[config.mk]
export PLATFORM = sky130hd
export DESIGN_NAME = pot_moving_average_to_duty_unit
export DESIGN_NICKNAME = d
export VERILOG_FILES = /design/src/rtl/core/mad_pkg.sv /design/src/rtl/core/mad_ring.sv /design/src/rtl/core/mad_divider.sv /design/src/rtl/core/pot_moving_average_to_duty_unit.sv
export SDC_FILE = /design/constraint.sdc
export NUM_CORES = 1
export LEC_CHECK = 0
export BUFFER_PORTS_ARGS = -buffer_cell sky130_fd_sc_hd__buf_2
export CORE_MARGIN = 3
export CORE_UTILIZATION = 60
export CTS_BUF_LIST = sky130_fd_sc_hd__clkbuf_4
export CTS_CLUSTER_SIZE = 14
export DETAILED_ROUTE_END_ITERATION = 12
export HOLD_SLACK_MARGIN = 0.1
export PLACE_DENSITY = 0.86
export REMOVE_ABC_BUFFERS = 1
export SYNTH_ARGS = -nofsm -noshare
export SYNTH_HDL_FRONTEND = slang
export SYNTH_SLANG_ARGS = --single-unit
[constraint.sdc]
create_clock -name clock -period 20.6 [get_ports clock]
set_input_delay 5.15 -clock clock [delete_from_list [all_inputs] [get_ports clock]]
set_output_delay 5.15 -clock clock [all_outputs]
set_load 0.01 [all_outputs]
[src/rtl/core/mad_pkg.sv]
// Package with the widths, constants and handshake types of the moving-average duty unit.
package mad_pkg;

   localparam int WINDOW   = 16;
   localparam int SAMPLE_W = 12;
   localparam int AVG_W    = 12;
   localparam int DUTY_W   = 8;
   localparam int PCT_W    = 7;

   localparam int SUM_W    = $clog2(WINDOW * 4095 + 1);
   localparam int SLOT_W   = (WINDOW > 1) ? $clog2(WINDOW) : 1;
   localparam int FILL_W   = $clog2(WINDOW + 1);

   localparam int ADC_SHIFT  = 10;
   localparam int DUTY_SHIFT = 8;
   localparam int DUTY_MAX   = (1 << DUTY_SHIFT) - 1;
   localparam int ADC_FULL   = (1 << ADC_SHIFT) - 1;
   localparam int PCT_MAX    = 100;

   localparam int DIV_W    = AVG_W + DUTY_W;
   localparam int SHIFT_W  = $clog2(DIV_W);

   typedef struct packed {
      logic               start;
      logic [DIV_W-1:0]   dividend;
      logic [SHIFT_W-1:0] shift;
   } div_cmd_type;

   typedef struct packed {
      logic              done;
      logic [DIV_W-1:0]  quotient;
   } div_rsp_type;

endpackage

[src/rtl/core/mad_ring.sv]
// Sample ring memory with one write port and a registered read port.
module mad_ring (
   input  logic                          clock,
   input  logic                          wr_en,
   input  logic [mad_pkg::SLOT_W-1:0]    wr_slot,
   input  logic [mad_pkg::SAMPLE_W-1:0]  wr_data,
   input  logic [mad_pkg::SLOT_W-1:0]    rd_slot,
   output logic [mad_pkg::SAMPLE_W-1:0]  rd_data
);
   import mad_pkg::*;

   logic [SAMPLE_W-1:0] mem_ff [WINDOW];
   logic [SAMPLE_W-1:0] rd_data_ff;

   always_ff @(posedge clock) begin
      if (wr_en) begin
         mem_ff[wr_slot] <= wr_data;
      end
      rd_data_ff <= mem_ff[rd_slot];
   end

   assign rd_data = rd_data_ff;

endmodule

[src/rtl/core/mad_divider.sv]
// Shared divider by two to the power shift minus one, one registered quotient per command.
module mad_divider (
   input  logic                  clock,
   input  logic                  reset,
   input  mad_pkg::div_cmd_type  cmd,
   output mad_pkg::div_rsp_type  rsp
);
   import mad_pkg::*;

   logic               done_ff;
   logic [DIV_W-1:0]   quo_ff, quo_in;
   logic [DIV_W:0]     folded;

   // The quotient is exact while it stays below two to the power shift.
   always_comb begin
      folded = {1'b0, cmd.dividend} + {1'b0, cmd.dividend >> cmd.shift}
               + (DIV_W + 1)'(1);
      quo_in = DIV_W'(folded >> cmd.shift);
   end

   always_ff @(posedge clock) begin
      if (reset) begin
         done_ff <= 1'b0;
      end else begin
         done_ff <= cmd.start;
      end
      if (cmd.start) begin
         quo_ff <= quo_in;
      end
   end

   assign rsp.done     = done_ff;
   assign rsp.quotient = quo_ff;

endmodule

[src/rtl/core/pot_moving_average_to_duty_unit.sv]
// Top level: sample ring, running sum and the sequencer around the shared divider.
//
//   channel   direction   handshake             payload
//   req       in          req_valid/req_stall   req_sample
//   rsp       out         rsp_valid/rsp_stall   rsp_average, rsp_duty, rsp_percent,
//                                                rsp_percent_changed
//
// A fill-phase word passes the accept and the ring and sum update; a later word also has the
// duty division issued by that update, the percent division, and loading the result.
// Reset clears the sum, slot, fill count and change history; ring contents are not cleared.
// A finished result waits in the output register while the next word is accepted; a newer
// result waits in the sequencer, with the input stalled, until the previous one is taken.
module pot_moving_average_to_duty_unit (
   input  logic                          clock,
   input  logic                          reset,
   input  logic                          req_valid,
   output logic                          req_stall,
   input  logic [mad_pkg::SAMPLE_W-1:0]  req_sample,
   output logic                          rsp_valid,
   input  logic                          rsp_stall,
   output logic [mad_pkg::AVG_W-1:0]     rsp_average,
   output logic [mad_pkg::DUTY_W-1:0]    rsp_duty,
   output logic [mad_pkg::PCT_W-1:0]     rsp_percent,
   output logic                          rsp_percent_changed
);
   import mad_pkg::*;

   typedef enum logic [2:0] {
      IDLE,
      UPDATE,
      DUTY,
      PCT,
      SEND
   } state_type;

   state_type          state_ff, state_in;
   logic [SAMPLE_W-1:0] sample_ff, sample_in;
   logic [SUM_W-1:0]   sum_ff, sum_in;
   logic [SLOT_W-1:0]  slot_ff, slot_in;
   logic [FILL_W-1:0]  fill_ff, fill_in;
   logic [AVG_W-1:0]   avg_ff, avg_in;
   logic [DUTY_W-1:0]  duty_ff, duty_in;
   logic [PCT_W-1:0]   pct_ff, pct_in;
   logic [PCT_W-1:0]   last_pct_ff, last_pct_in;
   logic               last_valid_ff, last_valid_in;
   logic               rsp_valid_ff, rsp_valid_in;
   logic [AVG_W-1:0]   rsp_avg_ff, rsp_avg_in;
   logic [DUTY_W-1:0]  rsp_duty_ff, rsp_duty_in;
   logic [PCT_W-1:0]   rsp_pct_ff, rsp_pct_in;
   logic               rsp_chg_ff, rsp_chg_in;

   logic               filling;
   logic               ring_wr;
   logic [SAMPLE_W-1:0] old_sample;
   logic [SUM_W-1:0]   sum_next;
   logic [AVG_W-1:0]   avg_c;
   logic [DUTY_W-1:0]  duty_c;
   logic [PCT_W-1:0]   pct_c;
   div_cmd_type        div_cmd;
   div_rsp_type        div_rsp;

   mad_ring u_ring (
      .clock   (clock),
      .wr_en   (ring_wr),
      .wr_slot (slot_ff),
      .wr_data (sample_ff),
      .rd_slot (slot_ff),
      .rd_data (old_sample)
   );

   mad_divider u_div (
      .clock (clock),
      .reset (reset),
      .cmd   (div_cmd),
      .rsp   (div_rsp)
   );

   assign filling = (fill_ff < FILL_W'(WINDOW));

   always_comb begin
      if (filling) begin
         sum_next = sum_ff + SUM_W'(sample_ff);
      end else begin
         sum_next = sum_ff - SUM_W'(old_sample) + SUM_W'(sample_ff);
      end
      avg_c  = AVG_W'(sum_next / SUM_W'(WINDOW));
      duty_c = (div_rsp.quotient > DIV_W'(DUTY_MAX)) ? DUTY_W'(DUTY_MAX)
                                                      : div_rsp.quotient[DUTY_W-1:0];
      pct_c  = (div_rsp.quotient > DIV_W'(PCT_MAX)) ? PCT_W'(PCT_MAX)
                                                     : div_rsp.quotient[PCT_W-1:0];
   end

   always_comb begin
      state_in      = state_ff;
      sample_in     = sample_ff;
      sum_in        = sum_ff;
      slot_in       = slot_ff;
      fill_in       = fill_ff;
      avg_in        = avg_ff;
      duty_in       = duty_ff;
      pct_in        = pct_ff;
      last_pct_in   = last_pct_ff;
      last_valid_in = last_valid_ff;
      rsp_valid_in  = rsp_valid_ff & rsp_stall;
      rsp_avg_in    = rsp_avg_ff;
      rsp_duty_in   = rsp_duty_ff;
      rsp_pct_in    = rsp_pct_ff;
      rsp_chg_in    = rsp_chg_ff;
      ring_wr       = 1'b0;
      div_cmd       = '0;
      unique case (state_ff)
         IDLE: begin
            if (req_valid) begin
               sample_in = req_sample;
               state_in  = UPDATE;
            end
         end
         UPDATE: begin
            ring_wr = 1'b1;
            sum_in  = sum_next;
            slot_in = (slot_ff == SLOT_W'(WINDOW - 1)) ? '0 : slot_ff + SLOT_W'(1);
            if (filling) begin
               fill_in  = fill_ff + FILL_W'(1);
               state_in = IDLE;
            end else begin
               avg_in           = avg_c;
               div_cmd.start    = 1'b1;
               div_cmd.dividend = DIV_W'(avg_c) * DIV_W'(DUTY_MAX);
               div_cmd.shift    = SHIFT_W'(ADC_SHIFT);
               state_in         = DUTY;
            end
         end
         DUTY: begin
            if (div_rsp.done) begin
               duty_in          = duty_c;
               div_cmd.start    = 1'b1;
               div_cmd.dividend = DIV_W'(duty_c) * DIV_W'(PCT_MAX);
               div_cmd.shift    = SHIFT_W'(DUTY_SHIFT);
               state_in         = PCT;
            end
         end
         PCT: begin
            if (div_rsp.done) begin
               pct_in = pct_c;
               if (!rsp_valid_ff || !rsp_stall) begin
                  rsp_valid_in  = 1'b1;
                  rsp_avg_in    = avg_ff;
                  rsp_duty_in   = duty_ff;
                  rsp_pct_in    = pct_c;
                  rsp_chg_in    = !last_valid_ff || (pct_c != last_pct_ff);
                  last_pct_in   = pct_c;
                  last_valid_in = 1'b1;
                  state_in      = IDLE;
               end else begin
                  state_in = SEND;
               end
            end
         end
         SEND: begin
            if (!rsp_valid_ff || !rsp_stall) begin
               rsp_valid_in  = 1'b1;
               rsp_avg_in    = avg_ff;
               rsp_duty_in   = duty_ff;
               rsp_pct_in    = pct_ff;
               rsp_chg_in    = !last_valid_ff || (pct_ff != last_pct_ff);
               last_pct_in   = pct_ff;
               last_valid_in = 1'b1;
               state_in      = IDLE;
            end
         end
         default: begin
            state_in = IDLE;
         end
      endcase
   end

   always_ff @(posedge clock) begin
      if (reset) begin
         state_ff      <= IDLE;
         sum_ff        <= '0;
         slot_ff       <= '0;
         fill_ff       <= '0;
         last_pct_ff   <= '0;
         last_valid_ff <= 1'b0;
         rsp_valid_ff  <= 1'b0;
      end else begin
         state_ff      <= state_in;
         sum_ff        <= sum_in;
         slot_ff       <= slot_in;
         fill_ff       <= fill_in;
         last_pct_ff   <= last_pct_in;
         last_valid_ff <= last_valid_in;
         rsp_valid_ff  <= rsp_valid_in;
      end
      sample_ff   <= sample_in;
      avg_ff      <= avg_in;
      duty_ff     <= duty_in;
      pct_ff      <= pct_in;
      rsp_avg_ff  <= rsp_avg_in;
      rsp_duty_ff <= rsp_duty_in;
      rsp_pct_ff  <= rsp_pct_in;
      rsp_chg_ff  <= rsp_chg_in;
   end

   assign req_stall           = (state_ff != IDLE);
   assign rsp_valid           = rsp_valid_ff;
   assign rsp_average         = rsp_avg_ff;
   assign rsp_duty            = rsp_duty_ff;
   assign rsp_percent         = rsp_pct_ff;
   assign rsp_percent_changed = rsp_chg_ff;

endmodule

-- Yosys cells after proc, flatten, opt, wreduce, memory -nomap -nowiden
Memories as Yosys holds them, arrays and structs flattened. A register that Yosys moved wholly into a read port is not among the register bits.
Index checks and enable logic that the tools add are counted.
- shift-type cells: 2
- mux-type cells: 37
- order comparisons: 3
- reductions and logical operators: 17
- multipliers: 2
- bitwise gates (word level): 2
- add/sub/neg operators: 7
- equal/unequal tests: 12
- operator list (operator ; count):
    26-bit 2-to-1 mux ; 2
    26-bit case mux with 2 select lines ; 1
    16-bit by 12-bit adder with 16-bit output ; 2
    7-bit 2-to-1 mux ; 4
    12-bit 2-to-1 mux ; 2
    8-bit 2-to-1 mux ; 3
    12-bit case mux with 2 select lines ; 1
    20-bit by 20-bit adder with 21-bit output ; 1
    21-bit by 1-bit adder with 21-bit output (second input constant) ; 1
    21-bit by 5-bit >> shifter with 20-bit output ; 1
    20-bit by 7-bit greater-than comparator with 1-bit output (second input constant) ; 1
    20-bit by 8-bit greater-than comparator with 1-bit output (second input constant) ; 1
    12-bit by 8-bit multiplier with 20-bit output (second input constant) ; 1
    20-bit by 5-bit >> shifter with 20-bit output ; 1
    16-bit 2-to-1 mux ; 1
    8-bit case mux with 2 select lines ; 1
    16-bit by 12-bit subtractor with 16-bit output ; 1
    3-bit 2-to-1 mux ; 5
    3-bit case mux with 5 select lines ; 1
    7-bit != test ; 2
    7-bit case mux with 2 select lines ; 1
    8-bit by 5-bit multiplier with 13-bit output (second input constant) ; 1
    2-bit AND reduction ; 6
    1-bit 2-to-1 mux ; 10
    20 further kinds ; 31
- input bits: 16
- logic and storage cells: 100
- output and inout bits: 30
- memories kept: 1
- register bits after elaboration: 125
- bits in writable memories: 192
- memory list (memory ; depth ; bits a word ; rd ports ; clocked after memory_dff ; write ports ; RTL line ; RTL):
    u_ring.mem_ff ; 16 ; 12 ; 1 ; 1 ; 1 ; mad_ring.sv:12 ; logic [SAMPLE_W-1:0] mem_ff [WINDOW];

-- Longest topological paths before layout
- word-level depth: 10
- depth in mapped cells: 37
- depth with buffers taken out: 37

-- Hierarchy
Synthesis repeated with hierarchy kept, for this count alone.
- cells, all modules: 1799
- area, all modules: 20553.5 um^2
- by module, submodules not included (module ; sequential area each (um^2) ; cells an instance ; times used ; area each (um^2)):
    pot_moving_average_to_duty_unit ; 2752.6 ; 911 ; 1 ; 8773.4
    mad_ring ; 6005.8 ; 329 ; 1 ; 7599.8
    mad_divider ; 620.6 ; 559 ; 1 ; 4180.3

-- Worst setup path before layout
No wires, ideal clock.
- path kind: register to register
- start: register sample_ff[1]
- end: register u_div.quo_ff[12], data pin
- path buffers: 0
- setup slack: 11.655 ns
- clock period less this slack: 8.945 ns
- arrival: 8.657 ns
- stages on the path, launching flop included: 36
- library setup time: 0.289 ns
- required time: 20.311 ns
- path through: edfxtp_1 > inv_1 > fa_1 > inv_1 > ha_1 > a211oi_1 > nor2_1 > o41ai_1 > o21ai_0 > o41ai_1 > xnor2_1 > mux2i_1 > inv_1 > fa_1 > fa_1 > fa_1 > inv_1 > fa_1 > inv_1 > ha_1 > and4b_1 > a221o_1 > nor4_2 > o31ai_1 > o31ai_1 > xnor2_1 > nor2_1 > ha_1 > nand2_1 > nand3b_1 > a31oi_1 > a221o_1 > a31oi_1 > a21o_1 > a21oi_1 > o22ai_1
- word-level cells in the longest chain between the ends: 9
- elaborated cells between the ends (all ways): 10
- classes of those cells: 4 x add/sub; 1 x mul; 2 x shift; 3 x mux
- RTL lines (item ; RTL line ; RTL):
    start, declared ; pot_moving_average_to_duty_unit.sv:37 ; logic [SAMPLE_W-1:0] sample_ff, sample_in;
    start signal, assigned ; pot_moving_average_to_duty_unit.sv:195 ; sample_ff <= sample_in;
    16-bit by 12-bit adder with 16-bit output (on tied branches) ; pot_moving_average_to_duty_unit.sv:84, pot_moving_average_to_duty_unit.sv:82 ;
    16-bit 2-to-1 mux (*) ; pot_moving_average_to_duty_unit.sv:81 ; if (filling) begin
    via avg_c[7] ; pot_moving_average_to_duty_unit.sv:56 ; logic [AVG_W-1:0] avg_c;
    12-bit by 8-bit multiplier with 20-bit output (*) ; pot_moving_average_to_duty_unit.sv:128 ; div_cmd.dividend = DIV_W'(avg_c) * DIV_W'(DUTY_MAX);
    26-bit 2-to-1 mux (*) ; pot_moving_average_to_duty_unit.sv:122 ; if (filling) begin
    26-bit case mux with 2 select lines (*) ; pot_moving_average_to_duty_unit.sv:111 ; unique case (state_ff)
    20-bit by 5-bit >> shifter with 20-bit output ; mad_divider.sv:16 ; folded = {1'b0, cmd.dividend} + {1'b0, cmd.dividend >> cmd.shift}
    20-bit by 20-bit adder with 21-bit output (*) ; mad_divider.sv:16 ;
    21-bit by 1-bit adder with 21-bit output (*) ; mad_divider.sv:17 ; + (DIV_W + 1)'(1);
    21-bit by 5-bit >> shifter with 20-bit output (*) ; mad_divider.sv:18 ; quo_in = DIV_W'(folded >> cmd.shift);
    via u_div.quo_in[12] ; mad_divider.sv:11 ; logic [DIV_W-1:0] quo_ff, quo_in;
    end signal, assigned ; mad_divider.sv:28 ; quo_ff <= quo_in;
    end, declared ; mad_divider.sv:11 ;
The timed path passes the listed nets; every way through them passes the cells marked *.
A chain may end at the register's enable or synchronous reset.

-- Worst setup path in the final report
Ends and elaborated chain as after synthesis.

==> results by group <==
Run status
  – Status: finished clean

Floorplan
  – FP Rows: 63
  – Starting Density: 61.12%
  – Die W: 180.0 um
  – Area of the die: 32390 um^2
  – Die span in y: 180.0 um
  – Area of the core: 29720 um^2
  – I/O Pins: 46

Detailed routing
  – DRT Pass-1 Iters: 8
  – Antenna-violating nets left: 0
  – WL/cell: 20.16 um
  – Drt via density: 5.968
  – Via count: 11630
  – 1st-iter DRT viols: 1051
  – Total Wirelength: 39.28 mm
  – # DRC: 0

Power
  – Pwr Density: 133.2 nW/um^2
  – Leak: 7.946 nW
  – Worst VDD drop: 0.1618 mV
  – Clock power share: 20.5%
  – Logic pwr share: 51.4%
  – Sw Ratio: 39.84%
  – Register share of total power: 28.1%
  – P_int: 1.600 mW
  – Sw power: 1.060 mW

Setup path
  – Setup CP Type: reg2reg
  – Worst setup SP type: register
  – Max stage delay on crit path: 720 ps
  – CP required: 20990 ps
  – Worst Path Max Fanout: 19
  – Crit path DAT: 10710 ps
  – CP max-delay cell: edfxtp_1
  – Worst setup EP type: register

Final layout
  – Layout cells sized above 1: 19.00%
  – Fin area: 19960 um^2
  – Most common cell after layout, fill and taps aside: edfxtp_1
  – Area growth, synth to finish: 9.906%
  – Nets: 1711
  – Most frequent cells in the layout: edfxtp_1, inv_1, ha_1

Clocking
  – Total setup buffers inserted after CTS: 0
  – Clk buf depth: 3
  – Clock sink total: 329
  – Clk slew on worst S/H paths: 80 ps
  – Number of CTS-inserted buffers: 82
  – Post_cts resized: 0
  – Clk Latency, worst-skew pair: 710 ps
  – H-tree Lvls: 3
  – Hold buffer count at CTS: 0
  – CTS tree: built
  – CTS root buffer: clkbuf_4

Placement
  – IO Port Bufs: 45
  – Placed cell area: 18920 um^2
  – Gp weighted congestion: 0.8979
  – Dpl hpwl: 26.82 mm

STA
  – Pins Over Slew Limit: 0
  – Unrepaired setup endpoints after global routing: false
  – Final setup fails: 0
  – Least-Margin Pin Slew: 1173 ps
  – Skew final: 49.12 ps
  – Achievable Freq: 96.92 MHz
  – Setup TNS: 0 ps
  – Tcrit/Tclk final: 50.09%
  – Slew HR: 21.67%
  – Minimum clock period: 10320 ps
  – Fin. Hold Viols: 0

Synth
  – Area contributors post-synth: edfxtp_1, ha_1, mux4_2
  – Mean Syn Cell Area: 13.02 um^2
  – Post-synthesis register bit count: 329
  – Mapped cell area: 18160 um^2
  – Number of synthesis warnings: 0
  – Top cell type's share of synthesized area: 46.13%
  – Most used DFF post-synth: edfxtp_1
  – Asr flop ratio synth: 0%
  – Largest area contributor in the netlist: edfxtp_1
  – Yosys cell types: 68
  – Number of flops mapped to enable cells by yosys: 279
  – Register area share after synthesis: 51.64%
  – Post-synthesis cell count: 1395

Global routing
  – Largest net degree at the start of global routing: 54
  – Total GRT Usage: 24.77%
  – Initial antenna violation count: 1
  – Vias in the first global route: 12040
  – Busiest layer in global routing: met2
  – GRT met1 Usage: 31.98%
  – Routing usage on met2: 41.87%
  – GRT overflow: 0
  – Global-route wire length before repair: 63.36 mm
  – Met3 Use GR: 5.200%

Worst hold path
  – HP Class: reg2reg

Flow run
  – Max-cap check violation count: 0
worst paths after layout:
kind | startpoint | slack [ps] | cells after the start | endpoint
hold / removal | avg_ff[4] | 420 | 0 | rsp_average[4]
setup / recovery | sample_ff[1] | 10280 | 35 | u_div.quo_ff[12]
hold reg to reg | avg_ff[4] | 420 | 0 | rsp_average[4]
setup reg to reg | sample_ff[1] | 10280 | 35 | u_div.quo_ff[12]
power by group through the flow:
| stage | combinational (mW) | sequential [mW] | clock [mW] |
|---|---|---|---|
| after CTS | 1.36 | 0.747 | 0.556 |
| after detailed placement | 1.35 | 0.761 | 0 |
| after floorplan | 1.08 | 0.755 | 0 |
| after global placement | 1.29 | 0.760 | 0 |
| after global routing | 1.56 | 0.749 | 0.590 |
| final | 1.37 | 0.747 | 0.545 |
synthesized netlist by cell type (35+ instances only):
| cell | number |
|---|---|
| fa_1 | 65 |
| o21ai_0 | 39 |
| mux4_2 | 60 |
| ha_1 | 125 |
| nor2_1 | 90 |
| xnor2_1 | 48 |
| clkbuf_1 | 35 |
| dfxtp_1 | 50 |
| a21oi_1 | 64 |
| edfxtp_1 | 279 |
| nand2_1 | 56 |
| inv_1 | 175 |
metrics by stage:
stage                     hold slack (ps)  power, mW  utilization [%]  std cells  setup slack (ps)
after floorplan                     400.3      1.839                -       1360             11630
after global placement              400.9      2.050            63.68       1811             10890
after detailed placement            405.2      2.110            63.68       1811             10450
after CTS                           412.0      2.663            67.16       1948             10390
after global routing                430.2      2.895            67.17       1949              9479
final                               415.1      2.660            67.17       1949             10280
worst max-delay path, delay by kind of cell (launching register included):
family                     cells  cell delay [ps]
DFF                            1              720
adders and majority gates      8             3770
and+or+nand+nor                6              860
muxes                          1              520
AOI/OAI and AO/OA             13             3270
buffers and inverters          5              560
xor gates and xnor gates       2              310
registers in the layout (all words and copies together) (netlist names), 4 cells and up:
signal and flops:
last_pct_ff 7, pct_ff 7, duty_ff 8, sum_ff 16, u_ring.rd_data 12, sample_ff 12
rsp_percent 7, avg_ff 12, fill_ff 5, rsp_duty 8, rsp_average 12, u_div.quo_ff 20
slot_ff 4, u_ring.mem_ff 192
cells by family after synthesis:
family          Yosys count  share of synthesized area (%)
flops                   329                          51.64
buf+inv                 220                          4.574
compound gates          236                          8.508
simple gates            251                          6.538
xor+xnor                 82                          3.954
mux                      86                          8.990
fa+ha+maj               190                          15.78
other cells               1                        0.02065
layer usage:
| layer | routed length [um] | part of all wire, % |
|---|---|---|
| met2 | 19560 | 50 |
| met3 | 3228 | 8.2 |
| met1 | 15420 | 39 |
| met5 | 0 | 0 |
| met4 | 1069 | 2.7 |
layout make-up:
class / count / area [um^2]
fill: 1953 / 9756
sequential: 329 / 9384
multi-input combinational: 855 / 8045
clock buffer: 118 / 885.9
inverter: 176 / 660.6
tap: 390 / 488.0
timing repair buffer: 61 / 345.3
clock inverter: 19 / 150.1
antenna: 1 / 2.502
No activity file was read; power rests on OpenSTA's default activity.
